## config.mk

```make
export PLATFORM = sky130hd
export DESIGN_NAME = qwse_queue
export DESIGN_NICKNAME = d
export VERILOG_FILES = /design/src/rtl/core/qwse_pkg.sv /design/src/rtl/core/qwse_queue.sv
export SDC_FILE = /design/constraint.sdc
export NUM_CORES = 1
export LEC_CHECK = 0
export ABC_AREA = 1
export BUFFER_PORTS_ARGS = -buffer_cell sky130_fd_sc_hd__buf_2
export CORE_MARGIN = 3
export CORE_UTILIZATION = 30
export CTS_CLUSTER_SIZE = 24
export DETAILED_ROUTE_END_ITERATION = 8
export HOLD_SLACK_MARGIN = 0.1
export SLEW_MARGIN = 20
export SYNTH_ARGS = -nofsm -noshare
export SYNTH_HDL_FRONTEND = slang
export SYNTH_SLANG_ARGS = --single-unit
```

## constraint.sdc

```tcl
create_clock -name clock -period 1.8 [get_ports clock]
set_input_delay 0 -clock clock [delete_from_list [all_inputs] [get_ports clock]]
set_output_delay 0 -clock clock [all_outputs]
set_load 0.01 [all_outputs]
```

## src/rtl/core/qwse_pkg.sv

```systemverilog
// Shared types, constants and the per-node operand table of the wedge
// shape-function evaluator. Used by every module of the block; depends on nothing.
`default_nettype none

package qwse_pkg;

   localparam int COORD_W       = 16;
   localparam int NODE_W        = 4;
   localparam int RES_W         = 32;
   localparam int NUM_NODES     = 15;
   localparam int FRAC_BITS_DEF = 13;
   localparam int QUEUE_DEPTH   = 2;
   localparam int REQ_DATA_W    = 3 * COORD_W;
   localparam int RSP_FIELDS_W  = NODE_W + 4 * RES_W;
   localparam int RSP_DATA_W    = ((RSP_FIELDS_W + 7) / 8) * 8;

   localparam logic [NODE_W-1:0] LAST_NODE = NODE_W'(NUM_NODES - 1);

   // Linear terms of the point, worked out once per item by the front end.
   typedef enum logic [4:0] {
      T_R, T_S, T_T, T_U, T_B,
      T_W0, T_W1, T_W2, T_W3, T_W4, T_W5,
      T_RA, T_RB, T_RC, T_RD, T_RE,
      T_SB, T_SD, T_SE,
      T_TA, T_TB, T_TC, T_TD, T_TE, T_TF, T_TG
   } qwse_term_type;

   localparam int NUM_TERMS = 26;

   // Constant factor applied to a product before rounding.
   typedef enum logic [1:0] {
      SC_ZERO, SC_P2, SC_P4, SC_N4
   } qwse_scale_type;

   typedef struct packed {
      qwse_term_type  w_a;
      qwse_term_type  w_b;
      qwse_term_type  w_c;
      qwse_scale_type w_sc;
      qwse_term_type  dr_a;
      qwse_term_type  dr_b;
      qwse_scale_type dr_sc;
      qwse_term_type  ds_a;
      qwse_term_type  ds_b;
      qwse_scale_type ds_sc;
      qwse_term_type  dt_a;
      qwse_term_type  dt_b;
      qwse_scale_type dt_sc;
   } qwse_sel_type;

   // Width of a linear term: room for the coordinates or the unit value,
   // plus headroom for sums of up to five scaled coordinates.
   function automatic int qwse_term_w(input int frac);
      int base;
      base = (frac + 1 > COORD_W) ? frac + 1 : COORD_W;
      return base + 4;
   endfunction

   function automatic int qwse_max(input int a, input int b);
      return (a > b) ? a : b;
   endfunction

   function automatic qwse_sel_type qwse_ent(
      input qwse_term_type wa, input qwse_term_type wb, input qwse_term_type wc,
      input qwse_scale_type wsc,
      input qwse_term_type ra, input qwse_term_type rb, input qwse_scale_type rsc,
      input qwse_term_type sa, input qwse_term_type sb, input qwse_scale_type ssc,
      input qwse_term_type ta, input qwse_term_type tb, input qwse_scale_type tsc);
      qwse_sel_type e;
      e.w_a  = wa;  e.w_b  = wb;  e.w_c = wc; e.w_sc = wsc;
      e.dr_a = ra;  e.dr_b = rb;  e.dr_sc = rsc;
      e.ds_a = sa;  e.ds_b = sb;  e.ds_sc = ssc;
      e.dt_a = ta;  e.dt_b = tb;  e.dt_sc = tsc;
      return e;
   endfunction

   // Weight = scale * a * b * c, each derivative = scale * a * b.
   function automatic qwse_sel_type qwse_node_sel(input logic [NODE_W-1:0] node);
      qwse_sel_type e;
      unique case (node)
         4'd0:  e = qwse_ent(T_U, T_B, T_W0, SC_P2, T_B, T_RA, SC_P2,
                            T_B, T_RA, SC_P2, T_U, T_TA, SC_P2);
         4'd1:  e = qwse_ent(T_R, T_B, T_W1, SC_P2, T_B, T_RB, SC_P2,
                            T_R, T_R, SC_ZERO, T_R, T_TB, SC_P2);
         4'd2:  e = qwse_ent(T_S, T_B, T_W2, SC_P2, T_R, T_R, SC_ZERO,
                            T_B, T_SB, SC_P2, T_S, T_TC, SC_P2);
         4'd3:  e = qwse_ent(T_U, T_T, T_W3, SC_P2, T_T, T_RC, SC_P2,
                            T_T, T_RC, SC_P2, T_U, T_TD, SC_P2);
         4'd4:  e = qwse_ent(T_R, T_T, T_W4, SC_P2, T_T, T_RD, SC_P2,
                            T_R, T_R, SC_ZERO, T_R, T_TE, SC_P2);
         4'd5:  e = qwse_ent(T_S, T_T, T_W5, SC_P2, T_R, T_R, SC_ZERO,
                            T_T, T_SD, SC_P2, T_S, T_TF, SC_P2);
         4'd6:  e = qwse_ent(T_R, T_U, T_B, SC_P4, T_B, T_RE, SC_P4,
                            T_B, T_R, SC_N4, T_R, T_U, SC_N4);
         4'd7:  e = qwse_ent(T_R, T_S, T_B, SC_P4, T_B, T_S, SC_P4,
                            T_B, T_R, SC_P4, T_R, T_S, SC_N4);
         4'd8:  e = qwse_ent(T_U, T_S, T_B, SC_P4, T_B, T_S, SC_N4,
                            T_B, T_SE, SC_P4, T_S, T_U, SC_N4);
         4'd9:  e = qwse_ent(T_R, T_U, T_T, SC_P4, T_T, T_RE, SC_P4,
                            T_R, T_T, SC_N4, T_R, T_U, SC_P4);
         4'd10: e = qwse_ent(T_R, T_S, T_T, SC_P4, T_S, T_T, SC_P4,
                            T_R, T_T, SC_P4, T_R, T_S, SC_P4);
         4'd11: e = qwse_ent(T_U, T_S, T_T, SC_P4, T_S, T_T, SC_N4,
                            T_T, T_SE, SC_P4, T_S, T_U, SC_P4);
         4'd12: e = qwse_ent(T_T, T_U, T_B, SC_P4, T_T, T_B, SC_N4,
                            T_T, T_B, SC_N4, T_TG, T_U, SC_P4);
         4'd13: e = qwse_ent(T_T, T_R, T_B, SC_P4, T_T, T_B, SC_P4,
                            T_R, T_R, SC_ZERO, T_TG, T_R, SC_P4);
         4'd14: e = qwse_ent(T_T, T_S, T_B, SC_P4, T_R, T_R, SC_ZERO,
                            T_T, T_B, SC_P4, T_TG, T_S, SC_P4);
         default: e = qwse_ent(T_R, T_R, T_R, SC_ZERO, T_R, T_R, SC_ZERO,
                               T_R, T_R, SC_ZERO, T_R, T_R, SC_ZERO);
      endcase
      return e;
   endfunction

endpackage

`default_nettype wire

```

## src/rtl/core/qwse_queue.sv

```systemverilog
// Short first-in first-out queue of term sets between front and back end.
// Depends on qwse_pkg for its depth.
`default_nettype none

module qwse_queue
   import qwse_pkg::*;
#(
   parameter int WIDTH = 8
) (
   input  logic             clock,
   input  logic             reset,
   input  logic             push_valid,
   output logic             push_ready,
   input  logic [WIDTH-1:0] push_data,
   output logic             pop_valid,
   input  logic             pop,
   output logic [WIDTH-1:0] pop_data
);

   localparam int PtrW = (QUEUE_DEPTH > 1) ? $clog2(QUEUE_DEPTH) : 1;
   localparam int CntW = $clog2(QUEUE_DEPTH + 1);

   logic [WIDTH-1:0] slot_ff [QUEUE_DEPTH];
   logic [PtrW-1:0]  wr_ptr_ff, wr_ptr_in, rd_ptr_ff, rd_ptr_in;
   logic [CntW-1:0]  count_ff, count_in;
   logic             do_push, do_pop;

   assign push_ready = (count_ff != CntW'(QUEUE_DEPTH));
   assign pop_valid  = (count_ff != '0);
   assign pop_data   = slot_ff[rd_ptr_ff];
   assign do_push    = push_valid && push_ready;
   assign do_pop     = pop && pop_valid;

   always_comb begin
      wr_ptr_in = wr_ptr_ff;
      rd_ptr_in = rd_ptr_ff;
      count_in  = count_ff;
      if (do_push) begin
         wr_ptr_in = (wr_ptr_ff == PtrW'(QUEUE_DEPTH - 1)) ? '0 : wr_ptr_ff + PtrW'(1);
      end
      if (do_pop) begin
         rd_ptr_in = (rd_ptr_ff == PtrW'(QUEUE_DEPTH - 1)) ? '0 : rd_ptr_ff + PtrW'(1);
      end
      if (do_push && !do_pop) begin
         count_in = count_ff + CntW'(1);
      end else if (do_pop && !do_push) begin
         count_in = count_ff - CntW'(1);
      end
   end

   always_ff @(posedge clock) begin
      if (reset) begin
         wr_ptr_ff <= '0;
         rd_ptr_ff <= '0;
         count_ff  <= '0;
      end else begin
         wr_ptr_ff <= wr_ptr_in;
         rd_ptr_ff <= rd_ptr_in;
         count_ff  <= count_in;
      end
   end

   always_ff @(posedge clock) begin
      if (do_push) begin
         slot_ff[wr_ptr_ff] <= push_data;
      end
   end

endmodule

`default_nettype wire

```

==> impl_metrics.py <==
metrics = {
    "status": {
        "outcome": "finished clean",
    },
    "logic_synthesis": {
        "ys_seq_area_share_pct": 70.3,
        "syn_nets": 75,
        "synth_edf_count": 16,
        "syn_area_um2": 826,
        "synth_ff_type": "edfxtp_1",
        "synth_area_leader_cell": "edfxtp_1",
        "syn_inst": 62,
        "synth_common_cells": "16 x edfxtp_1, 8 x mux2_2, 7 x nand2_1, 7 x nor2_1, 6 x inv_1",
        "synth_cell_types": 17,
        "ys_async_sr_fraction_pct": 0,
        "synth_most_common_cell": "edfxtp_1",
        "ys.warnings.count": 0,
        "synthTopCellsByArea": "edfxtp_1 58%, dfxtp_1 12%, mux2_2 11%",
        "ys_ff_latch": 21,
        "yosysTopAreaCellShare_pct": 58.2,
        "avgSynthCellArea_um2": 13.3,
    },
    "timing": {
        "max_freq_ghz": 0.725,
        "finalSetupViolCount": 0,
        "finalClockSkew_ps": 5.04,
        "fin_crit_ps": 1380,
        "worstMarginPinSlew_ps": 381,
        "final.setup.tns_ps": 0,
        "rsz0062_at_grt": "no",
        "slew_headroom_pct": 74.6,
        "period_share_pct": 76.6,
        "hold_ws_ps": 417,
        "hold_viol": 0,
        "maxSlewViolCount": 0,
    },
    "floorplanning": {
        "coreArea_um2": 2540,
        "die_width_um": 58.5,
        "start_util_pct": 32.4,
        "ios": 22,
        "dieHeight_um": 58.5,
        "core.rowCount": 18,
        "dieArea_um2": 3420,
    },
    "clock_network": {
        "cts_root_buf": "clkbuf_4",
        "cts_tree": "done",
        "clockBufferDepth": 2,
        "cts.clk_slew.worst_paths_ps": 110,
        "cts.sinks": 21,
        "clk-insertion-delay-late_ps": 300,
        "h-tree-depth": 1,
        "post_cts_resized": 0,
        "cts_made_buffers": 3,
    },
    "detailed_routing": {
        "vias": 569,
        "drt-total-wl_um": 1420,
        "vias_per_cell": 4.34,
        "ant_nets": 0,
        "first_pass_iters": 4,
        "routedWlPerCell_um": 10.9,
        "drc": 0,
        "first_iter_violations": 12,
    },
    "place": {
        "routabilityCongestion": 0.659,
        "numPortBuffers": 21,
        "dp_hpwl_um": 1050,
        "placed_cells": 116,
    },
    "global_route": {
        "grt_first_pass_wirelength_um": 2390,
        "antenna_found_initial": 0,
        "grt_overflow": 0,
        "grt_use_total_pct": 9.41,
        "grt_max_degree": 13,
        "grt_pass1_vias": 565,
    },
    "finish": {
        "area_growth_pct": 37.0,
        "finalCoreUtilization_pct": 44.4,
        "n_fill_cell": 242,
        "nets": 115,
        "drive_above_1_share_pct": 40.6,
        "antenna_cells": 0,
        "fin_cells": 131,
    },
    "job": {
        "maxCapViolCount": 0,
    },
    "critical_path": {
        "worstSetupEndpointType": "output pin",
        "cp-start-kind": "flip-flop",
        "critical_path_arrival_ps": 1380,
        "crit_fanout": 8,
        "worstSetupPathType": "flip-flop to output pin",
        "required_ps": 1800,
    },
    "power": {
        "p_leak_uw": 0.000476,
        "pwr_density_cell_nw_per_um2": 1180,
        "max-vdd-ir-drop_v": 0.000629,
    },
    "hold_path": {
        "hp-class": "primary input to flip-flop",
    },
}
[cell usage in the layout, fill, tap and decap left out]
master	count
buf_4	4
mux2_2	8
dfxtp_1	5
nand3_1	2
nand2_2	1
clkinv_2	2
a21oi_1	2
o21ai_0	1
ha_1	1
nand2_1	7
inv_1	6
o21ai_1	1
nor2_1	7
nand4_1	1
inv_2	1
buf_2	21
nand2_4	1
edfxtp_1	16
dlygate4sd3_1	11
clkbuf_4	3
[cells by family (layout without fill, tap and decap cells)]
kind of cell / count (synthesis) / after routing / synth area share, %
flip-flops: 21 / 21 / 70.3
AND/OR/NAND/NOR: 19 / 19 / 10.5
buffers and inverters: 9 / 48 / 4.39
multiplexers: 8 / 8 / 10.9
AO/OA/AOI/OAI: 4 / 4 / 2.42
adder cells (fa/ha/maj): 1 / 1 / 1.51
[stage by stage]
stage	area [µm²]	worst slack [ps]	total power, µW
2_1_floorplan	826	485	957
3_3_place_gp	993	525	1100
3_5_place_dp	993	479	1120
4_1_cts	1130	385	1360
5_1_grt	1130	277	1440
6_report	1130	422	1340
[layout make-up]
type,instances,area (µm²),share of cell area (%)
flip-flops and latches,21,581,51.3
repair buffers,36,245,21.7
multi-input cells,32,209,18.5
well taps,30,37.5,3.32
inverters,8,31.3,2.77
clock buffers,3,22.5,1.99
clock inverters,1,5.00,0.442
[registers in the layout, summed over array words and instances (netlist names), named ones only]
name / count
count_ff: 2
slot_ff: 16
rd_ptr_ff: 1
wr_ptr_ff: 1
[final timing paths]
kind                              end  slack [ps]                startpoint  cells after the start
max reg2reg  count_ff[1]$_SDFFE_PP0P_         440  count_ff[1]$_SDFFE_PP0P_                      9
max                       pop_data[1]         420                 flip-flop                      2
min           slot_ff[1][2]$_DFFE_PP_         420              push_data[2]                      2
min reg2reg  count_ff[0]$_SDFFE_PP0P_         500  count_ff[0]$_SDFFE_PP0P_                      1
[per-layer routing]
metal  up-vias  track usage [%]  routed length, µm
li1        289                -                  -
met1       259             10.7                621
met2        19             15.8                670
met3         2             4.17                114
met4         0             2.98                 15
met5         -                0                  0
[power by group]
part	internal (µW)	switching, µW
clock network	82.8	137
logic	212	234
registers	618	54.9
[worst max-delay path: stages, from the launching register on]
cell and delay [ps]:
dfxtp_1 570, mux2_2 380, buf_2 140
[timing repair]
action                    in CTS  in global routing
hold endpoints to repair      21                  0
hold buffers                  11                  0
buffers inserted               0                  0
Power figures use the tool's default switching activity.
