--- src/rtl/core/qwse_pkg.sv ---
// Shared types, constants and the per-node operand table of the wedge
// shape-function evaluator. Used by every module of the block; depends on nothing.
`default_nettype none

package qwse_pkg;

   localparam int COORD_W       = 16;
   localparam int NODE_W        = 4;
   localparam int RES_W         = 32;
   localparam int NUM_NODES     = 15;
   localparam int FRAC_BITS_DEF = 13;
   localparam int QUEUE_DEPTH   = 2;
   localparam int REQ_DATA_W    = 3 * COORD_W;
   localparam int RSP_FIELDS_W  = NODE_W + 4 * RES_W;
   localparam int RSP_DATA_W    = ((RSP_FIELDS_W + 7) / 8) * 8;

   localparam logic [NODE_W-1:0] LAST_NODE = NODE_W'(NUM_NODES - 1);

   // Linear terms of the point, worked out once per item by the front end.
   typedef enum logic [4:0] {
      T_R, T_S, T_T, T_U, T_B,
      T_W0, T_W1, T_W2, T_W3, T_W4, T_W5,
      T_RA, T_RB, T_RC, T_RD, T_RE,
      T_SB, T_SD, T_SE,
      T_TA, T_TB, T_TC, T_TD, T_TE, T_TF, T_TG
   } qwse_term_type;

   localparam int NUM_TERMS = 26;

   // Constant factor applied to a product before rounding.
   typedef enum logic [1:0] {
      SC_ZERO, SC_P2, SC_P4, SC_N4
   } qwse_scale_type;

   typedef struct packed {
      qwse_term_type  w_a;
      qwse_term_type  w_b;
      qwse_term_type  w_c;
      qwse_scale_type w_sc;
      qwse_term_type  dr_a;
      qwse_term_type  dr_b;
      qwse_scale_type dr_sc;
      qwse_term_type  ds_a;
      qwse_term_type  ds_b;
      qwse_scale_type ds_sc;
      qwse_term_type  dt_a;
      qwse_term_type  dt_b;
      qwse_scale_type dt_sc;
   } qwse_sel_type;

   // Width of a linear term: room for the coordinates or the unit value,
   // plus headroom for sums of up to five scaled coordinates.
   function automatic int qwse_term_w(input int frac);
      int base;
      base = (frac + 1 > COORD_W) ? frac + 1 : COORD_W;
      return base + 4;
   endfunction

   function automatic int qwse_max(input int a, input int b);
      return (a > b) ? a : b;
   endfunction

   function automatic qwse_sel_type qwse_ent(
      input qwse_term_type wa, input qwse_term_type wb, input qwse_term_type wc,
      input qwse_scale_type wsc,
      input qwse_term_type ra, input qwse_term_type rb, input qwse_scale_type rsc,
      input qwse_term_type sa, input qwse_term_type sb, input qwse_scale_type ssc,
      input qwse_term_type ta, input qwse_term_type tb, input qwse_scale_type tsc);
      qwse_sel_type e;
      e.w_a  = wa;  e.w_b  = wb;  e.w_c = wc; e.w_sc = wsc;
      e.dr_a = ra;  e.dr_b = rb;  e.dr_sc = rsc;
      e.ds_a = sa;  e.ds_b = sb;  e.ds_sc = ssc;
      e.dt_a = ta;  e.dt_b = tb;  e.dt_sc = tsc;
      return e;
   endfunction

   // Weight = scale * a * b * c, each derivative = scale * a * b.
   function automatic qwse_sel_type qwse_node_sel(input logic [NODE_W-1:0] node);
      qwse_sel_type e;
      unique case (node)
         4'd0:  e = qwse_ent(T_U, T_B, T_W0, SC_P2, T_B, T_RA, SC_P2,
                            T_B, T_RA, SC_P2, T_U, T_TA, SC_P2);
         4'd1:  e = qwse_ent(T_R, T_B, T_W1, SC_P2, T_B, T_RB, SC_P2,
                            T_R, T_R, SC_ZERO, T_R, T_TB, SC_P2);
         4'd2:  e = qwse_ent(T_S, T_B, T_W2, SC_P2, T_R, T_R, SC_ZERO,
                            T_B, T_SB, SC_P2, T_S, T_TC, SC_P2);
         4'd3:  e = qwse_ent(T_U, T_T, T_W3, SC_P2, T_T, T_RC, SC_P2,
                            T_T, T_RC, SC_P2, T_U, T_TD, SC_P2);
         4'd4:  e = qwse_ent(T_R, T_T, T_W4, SC_P2, T_T, T_RD, SC_P2,
                            T_R, T_R, SC_ZERO, T_R, T_TE, SC_P2);
         4'd5:  e = qwse_ent(T_S, T_T, T_W5, SC_P2, T_R, T_R, SC_ZERO,
                            T_T, T_SD, SC_P2, T_S, T_TF, SC_P2);
         4'd6:  e = qwse_ent(T_R, T_U, T_B, SC_P4, T_B, T_RE, SC_P4,
                            T_B, T_R, SC_N4, T_R, T_U, SC_N4);
         4'd7:  e = qwse_ent(T_R, T_S, T_B, SC_P4, T_B, T_S, SC_P4,
                            T_B, T_R, SC_P4, T_R, T_S, SC_N4);
         4'd8:  e = qwse_ent(T_U, T_S, T_B, SC_P4, T_B, T_S, SC_N4,
                            T_B, T_SE, SC_P4, T_S, T_U, SC_N4);
         4'd9:  e = qwse_ent(T_R, T_U, T_T, SC_P4, T_T, T_RE, SC_P4,
                            T_R, T_T, SC_N4, T_R, T_U, SC_P4);
         4'd10: e = qwse_ent(T_R, T_S, T_T, SC_P4, T_S, T_T, SC_P4,
                            T_R, T_T, SC_P4, T_R, T_S, SC_P4);
         4'd11: e = qwse_ent(T_U, T_S, T_T, SC_P4, T_S, T_T, SC_N4,
                            T_T, T_SE, SC_P4, T_S, T_U, SC_P4);
         4'd12: e = qwse_ent(T_T, T_U, T_B, SC_P4, T_T, T_B, SC_N4,
                            T_T, T_B, SC_N4, T_TG, T_U, SC_P4);
         4'd13: e = qwse_ent(T_T, T_R, T_B, SC_P4, T_T, T_B, SC_P4,
                            T_R, T_R, SC_ZERO, T_TG, T_R, SC_P4);
         4'd14: e = qwse_ent(T_T, T_S, T_B, SC_P4, T_R, T_R, SC_ZERO,
                            T_T, T_B, SC_P4, T_TG, T_S, SC_P4);
         default: e = qwse_ent(T_R, T_R, T_R, SC_ZERO, T_R, T_R, SC_ZERO,
                               T_R, T_R, SC_ZERO, T_R, T_R, SC_ZERO);
      endcase
      return e;
   endfunction

endpackage

`default_nettype wire

--- src/rtl/core/qwse_front.sv ---
// Front end: takes in a point and works out all linear terms of r, s and t
// that the node polynomials need. Depends on qwse_pkg.
`default_nettype none

module qwse_front
   import qwse_pkg::*;
#(
   parameter  int FRAC_BITS = FRAC_BITS_DEF,
   localparam int TW        = qwse_term_w(FRAC_BITS)
) (
   input  logic                             in_valid,
   output logic                             in_ready,
   input  logic [REQ_DATA_W-1:0]            in_data,
   output logic                             push_valid,
   input  logic                             push_ready,
   output logic [NUM_TERMS-1:0][TW-1:0]     terms
);

   localparam logic signed [TW-1:0] One   = TW'(64'd1 << FRAC_BITS);
   localparam logic signed [TW-1:0] Half  = TW'(64'd1 << (FRAC_BITS - 1));
   localparam logic signed [TW-1:0] ThHlf = TW'(64'd3 << (FRAC_BITS - 1));

   logic signed [TW-1:0] r, s, t;

   assign in_ready   = push_ready;
   assign push_valid = in_valid;

   always_comb begin
      r = TW'(signed'(in_data[COORD_W-1:0]));
      s = TW'(signed'(in_data[2*COORD_W-1:COORD_W]));
      t = TW'(signed'(in_data[3*COORD_W-1:2*COORD_W]));

      terms       = '0;
      terms[T_R]  = r;
      terms[T_S]  = s;
      terms[T_T]  = t;
      terms[T_U]  = One - r - s;
      terms[T_B]  = One - t;
      terms[T_W0] = Half - r - s - t;
      terms[T_W1] = r - t - Half;
      terms[T_W2] = s - t - Half;
      terms[T_W3] = t - r - s - Half;
      terms[T_W4] = r + t - ThHlf;
      terms[T_W5] = s + t - ThHlf;
      terms[T_RA] = (r <<< 1) + (s <<< 1) + t - ThHlf;
      terms[T_RB] = (r <<< 1) - t - Half;
      terms[T_RC] = (r <<< 1) + (s <<< 1) - t - Half;
      terms[T_RD] = (r <<< 1) + t - ThHlf;
      terms[T_RE] = One - (r <<< 1) - s;
      terms[T_SB] = (s <<< 1) - t - Half;
      terms[T_SD] = (s <<< 1) + t - ThHlf;
      terms[T_SE] = One - r - (s <<< 1);
      terms[T_TA] = r + s + (t <<< 1) - ThHlf;
      terms[T_TB] = (t <<< 1) - r - Half;
      terms[T_TC] = (t <<< 1) - s - Half;
      terms[T_TD] = (t <<< 1) - r - s - Half;
      terms[T_TE] = r + (t <<< 1) - ThHlf;
      terms[T_TF] = s + (t <<< 1) - ThHlf;
      terms[T_TG] = One - (t <<< 1);
   end

endmodule

`default_nettype wire

--- config.mk ---
export PLATFORM = sky130hd
export DESIGN_NAME = qwse_front
export DESIGN_NICKNAME = d
export VERILOG_FILES = /design/src/rtl/core/qwse_pkg.sv /design/src/rtl/core/qwse_front.sv
export SDC_FILE = /design/constraint.sdc
export NUM_CORES = 1
export LEC_CHECK = 0
export ABC_AREA = 1
export BUFFER_PORTS_ARGS = -buffer_cell sky130_fd_sc_hd__buf_2
export CAP_MARGIN = 20
export CORE_ASPECT_RATIO = 0.6
export CORE_MARGIN = 1.5
export CORE_UTILIZATION = 47
export DETAILED_ROUTE_END_ITERATION = 8
export PLACE_DENSITY = 0.71
export SETUP_SLACK_MARGIN = 0.1
export SYNTH_ARGS = -nofsm -noshare
export SYNTH_HDL_FRONTEND = slang
export SYNTH_SLANG_ARGS = --single-unit
--- constraint.sdc ---
create_clock -name vclk -period 4.11
set_input_delay 0.411 -clock vclk [all_inputs]
set_output_delay 0.411 -clock vclk [all_outputs]
set_load 0.01 [all_outputs]
==> results of run 1 <==
==> stage by stage <==
stage                     setup TNS (ps)  hold slack, ps  utilization, %
after global placement             -3930             822            59.7
after CTS                              0             822            61.4
final                                  0             822            64.7
after detailed placement           -5400             822            59.7
after global routing                -596             822            64.7
after floorplan                        0             881               -
==> worst min-delay path by stage <==
| stage | slack, ps | start | cells past startpoint | endpoint |
|---|---|---|---|---|
| final | 820 | push_ready | 0 | in_ready |
| after global placement | 820 | push_ready | 0 | in_ready |
| after CTS | 820 | push_ready | 0 | in_ready |
| after global routing | 820 | push_ready | 0 | in_ready |
| after floorplan | 880 | in_data[47] | 1 | terms[517] |
| after detailed placement | 820 | push_ready | 0 | in_ready |
==> what timing repair did <==
item | in CTS | in global routing
endpoints found under the setup margin | 42 | 82
resized for setup | 146 | 301
buffers inserted | 17 | 39
pin swaps | 51 | 148
hold endpoints to repair | 0 | 0
==> kinds of logic after synthesis <==
kind of cell / Yosys count / synth area share, %
adders and majority gates: 656 / 35.5
other: 1 / 0.0153
and+or+nand+nor: 1425 / 25.7
xor gates and xnor gates: 335 / 12.0
buffers and inverters: 724 / 13.5
AOI/OAI and AO/OA: 565 / 13.3
==> synthesized netlist by cell type, types with 2 or more instances <==
library cell	count
fa_1	68
xnor2_1	69
nand2_2	45
inv_1	545
buf_6	16
xor2_1	265
nor3_2	7
nand3b_1	5
nor2_2	23
a31oi_1	50
nand4_1	46
nand2_4	6
buf_2	2
o21ai_2	7
or2_1	2
clkinv_1	3
a21oi_2	12
or2_2	6
o21ai_0	107
a211oi_1	8
ha_1	588
and3_1	5
nor3_1	35
nand3_1	201
o211ai_1	6
o21ai_1	14
nand3_2	7
o21a_1	4
a221oi_1	2
nor4_1	11
clkbuf_1	2
nor2_1	193
a21oi_1	267
a21boi_0	21
nand2_1	804
inv_2	28
buf_4	127
nor2_4	13
a21o_1	19
o21bai_1	39
and2_1	11
==> layout make-up <==
class / instances / area, µm² / area share [%]
tap: 693 / 867 / 2.61
antenna: 3 / 7.51 / 0.0226
timing repair buffer: 1082 / 6970 / 21.0
inverter: 576 / 2200 / 6.63
multi-input combinational: 2982 / 23100 / 69.7
==> layer usage <==
metal  vias to the layer above  part of all wire (%)
met5                         -                 0.090
met1                     13491                    43
met2                      1787                    38
met4                         6                   4.5
met3                       268                    14
li1                      13855                     -
==> worst max-delay path, cell delays in order <==
cell	delay, ps
clkbuf_4	160
clkinvlp_4	220
ha_4	370
nand2_1	70
nor2_2	120
nand3_2	80
nand4_1	210
a31oi_2	150
xor2_1	190
buf_4	150
ha_4	300
buf_6	120
nand2_4	60
nor2_4	110
and3_4	190
nand2_4	70
nand2_2	90
nand2_2	50
nand2_2	90
nand2_1	60
nor2_1	90
nand3_1	70
nand2_1	80
buf_2	130
==> metrics.md, run 1 <==
| Metric | Value |
|---|---|
| Max_slew headroom | `61.4%` |
| Cells after Synth | `3706` |
| Fillers | `4818` |
| Most frequent cells in the layout | `nand2_1 (725), buf_2 (555), ha_1 (521)` |
| Final period utilization | `99.0%` |
| Die span in x | `298 µm` |
| Net Count, Synth | `4412` |
| Sequential element share of the synthesized area | `0%` |
| Status | `complete, no violations` |
| Initial antenna violation count | `4` |
| Synth area leader | `ha_1` |
| CP required | `3700 ps` |
| Total Nets Final | `5348` |
| Via/cell ratio | `5.51` |
| Synthesized area | `24600 µm²` |
| Core area | `51200 µm²` |
| Final WL | `121000 µm` |
| Setup Crit Path Kind | `in2out` |
| Final ANT Viol Nets | `0` |
| # IOs | `572` |
| Syn Area/Cell | `6.63 µm²` |
| First-pass GRT wire length | `171000 µm` |
| Initial core utilization | `47.9%` |
| Pre-Repair DR Iteration Count | `6` |
| Busiest grt layer | `met1` |
| Placed Instance Area | `30600 µm²` |
| F_max | `0.246 GHz` |
| RSZ-0062 raised after global routing | `true` |
| Die height | `180 µm` |
| Final Hold Fails | `0` |
| M2 GR Usage | `58.5%` |
| Hold Buf Count CTS | `0` |
| Share of layout cells above drive strength 1 | `33.2%` |
| DRC | `0` |
| Met1 Use GR | `59.0%` |
| Syn. warnings | `0` |
| Non-Filler Instances | `5336` |
| Setup slack after layout | `39.1 ps` |
| DR WL/cell | `22.6 µm` |
| Met3 global-route usage | `15.8%` |
| Placed Cells | `5277` |
| Startpoint types | `primary input` |
| Clock buffer cells | `0` |
| Largest net degree at the start of global routing | `17` |
| First DRT Iteration DRCs | `3082` |
| RePlAce Congestion | `1.07` |
| Commonest non-fill, non-tap cell in the layout | `nand2_1` |
| Die area | `53700 µm²` |
| Dpl hpwl | `101000 µm` |
| Number of core rows | `64` |
| Final min period | `4070 ps` |
| Synth area leaders | `ha_1 (30%), nand2_1 (12%), xor2_1 (9.4%), inv_1 (8.3%), fa_1 (5.5%)` |
| Hold crit path type | `in2out` |
| Post-place setup slack | `-374 ps` |
| Launch point of the worst path | `in_data[8]` |
| CP Capture Point | `terms[238]` |
| Area share of the largest cell type after synthesis | `29.9%` |
| Register Area | `0 µm²` |
| Post-route design area | `33200 µm²` |
| P&R area growth vs syn | `35.1%` |
| Worst Path Arrival | `3660 ps` |
| Vias in the first global route | `26592` |
| Fin. max-slew vios | `0` |
| CP Max Fanout | `4` |
| Via count | `29407` |
| Yosys cell types | `58` |
| Seq_cells | `0` |
| Critical path capture point type | `primary output` |
| Final setup vio count | `0` |
| GRT Total Usage | `42.3%` |
| Worst Tran Pin Value | `577 ps` |
| Max cap viols | `0` |
| Gr ovfl total | `0` |
| Buffers on Ports | `567` |
==> run 2, diff against run 1 <==
- SETUP_SLACK_MARGIN: 0.1 -> 0.2
==> run 2 against run 1 <==
Against the previous run: clock-buffer cell count did not move; flip-flop and latch count did not move; cell area rose by 1.6%; global-route usage rose by 0.081 points; critical path depth rose by 1; core utilization rose by 1.0 points; maximum frequency fell by 0.57%; non-clock buffer count rose by 3; largest cell class unchanged.
==> metrics.md, run 2 (synthesis results as in run 1) <==
| Metric | Value |
|---|---|
| Status | `complete, no violations` |
| Initial antenna violation count | `4 (unchanged)` |
| Initial core utilization | `47.9% (unchanged)` |
| Gr ovfl total | `0 (unchanged)` |
| Peak supply drop | `0.411 mV` |
| Final setup vio count | `0 (unchanged)` |
| Max cap viols | `0 (unchanged)` |
| Dpl hpwl | `101000 µm (unchanged)` |
| Core area | `51200 µm² (unchanged)` |
| Worst Tran Pin Value | `604 ps (+26.8 ps)` |
| DR WL/cell | `22.7 µm (+0.66%)` |
| Hold Path Depth | `0 (unchanged)` |
| Critical path capture point type | `primary output` |
| Pre-Repair DR Iteration Count | `5 (-1)` |
| Via/cell ratio | `5.56 (+0.90%)` |
| P_sw | `6.63 mW` |
| Die height | `180 µm (unchanged)` |
| Worst Path Arrival | `3680 ps (+20 ps)` |
| RSZ-0062 raised after global routing | `true` |
| Hold path start | `push_ready` |
| Startpoint types | `primary input` |
| F_max | `0.244 GHz (-0.57%)` |
| Most frequent cells in the layout | `nand2_1 (713), buf_2 (545), ha_1 (513)` |
| Final ANT Viol Nets | `0 (unchanged)` |
| Largest net degree at the start of global routing | `17 (unchanged)` |
| Total Nets Final | `5351 (+0.056%)` |
| Seq pwr share | `0%` |
| Slowest CP cell | `ha_4` |
| Register Area | `0 µm² (unchanged)` |
| Final min period | `4090 ps (+23.2 ps)` |
| Number of core rows | `64 (unchanged)` |
| WHS Endpoint | `in_ready` |
| Setup Crit Path Kind | `in2out` |
| Buffers on Ports | `567 (unchanged)` |
| Combinational share of power | `100.0%` |
| Fin. max-slew vios | `0 (unchanged)` |
| Pleak | `18.6 nW` |
| Via count | `29693 (+0.97%)` |
| CP Max Fanout | `4 (unchanged)` |
| P&R area growth vs syn | `37.2%` |
| DRC | `0 (unchanged)` |
| Max_slew headroom | `59.6% (-1.8 points)` |
| Seq_cells | `0 (unchanged)` |
| Vias in the first global route | `26702 (+0.41%)` |
| Final Hold Fails | `0 (unchanged)` |
| Final WL | `121000 µm (+0.74%)` |
| Switching Share | `59.4%` |
| Pwr Total | `11.2 mW` |
| First-pass GRT wire length | `172000 µm (+0.83%)` |
| P per Cell Area | `331 nW/µm²` |
| Hold Buf Count CTS | `0 (unchanged)` |
| Die area | `53700 µm² (unchanged)` |
| Final period utilization | `99.6% (+0.57 points)` |
| Pint | `4.53 mW` |
| # IOs | `572 (unchanged)` |
| Worst hold slack | `822 ps (-0.00100 ps)` |
| RePlAce Congestion | `1.07 (unchanged)` |
| Slowest Stage Delay on Critical Path | `310 ps (-60 ps)` |
| Clock share of power | `0%` |
| Critical path buffer and inverter count | `6 (+1)` |
| Commonest non-fill, non-tap cell in the layout | `nand2_1` |
| Crit path max-delay family | `simple AND/OR/NAND/NOR gates` |
| CP required | `3700 ps (about the same)` |
| GRT Total Usage | `42.4% (+0.081 points)` |
| Hold crit path type | `in2out` |
| Post-layout util | `65.8% (+1.0 points)` |
| Die span in x | `298 µm (unchanged)` |
| Clock buffer cells | `0 (unchanged)` |
| Share of layout cells above drive strength 1 | `34.8% (+1.6 points)` |
| First DRT Iteration DRCs | `3094 (+0.39%)` |
[run 2: layer usage]
metal | up-vias | GRT usage (%) | part of all wire [%]
met5 | - | 0 | 0.019
met4 | 2 | 13.6 | 4.2
met3 | 245 | 13.2 | 14
met2 | 1775 | 59.5 | 39
met1 | 13810 | 60.7 | 44
li1 | 13861 | - | -
[run 2: power groups by stage]
stage / clock (mW) / combinational, mW / sequential [mW]
detailed placement: 0 / 9.63 / 0
finish: 0.00000000668 / 11.2 / 0
global placement: 0 / 9.64 / 0
global route: 0.0000000653 / 11.9 / 0
CTS: 0 / 10.1 / 0
floorplan: 0 / 5.47 / 0
[run 2: per-stage QoR]
stage / instance area [µm²] / instances / setup WS [ps] / TNS (ps)
floorplan: 24600 / 3706 / 291 / 0
global route: 33700 / 5338 / -91.3 / -479
detailed placement: 30600 / 5277 / -374 / -5400
CTS: 31800 / 5300 / 115 / 0
global placement: 30600 / 5277 / -319 / -3930
finish: 33700 / 5340 / 15.8 / 0
[run 2: how the worst max path moves through the flow]
stage / to / from / slack, ps / depth (start not counted)
final: terms[238] / in_data[7] / 20 / 25
after CTS: terms[238] / in_data[0] / 120 / 26
after global placement: terms[238] / in_data[0] / -320 / 24
after detailed placement: terms[238] / in_data[0] / -370 / 24
after global routing: terms[237] / in_data[0] / -90 / 26
after floorplan: terms[238] / in_data[0] / 290 / 21
[run 2: cell type report]
cell class                      count  area (µm²)
Multi-Input combinational cell   2982       23500
Fill cell                        4722       17600
Timing Repair Buffer             1085        7130
Inverter                          576        2240
Tap cell                          693         867
Antenna cell                        4        10.0
[run 2: repair_timing]
action	CTS	global route
pin swaps	84	175
hold endpoints to repair	0	0
endpoints found under the setup margin	75	98
buffers inserted	23	36
resized for setup	214	364
Note: power is estimated with default switching activity, not from simulation.
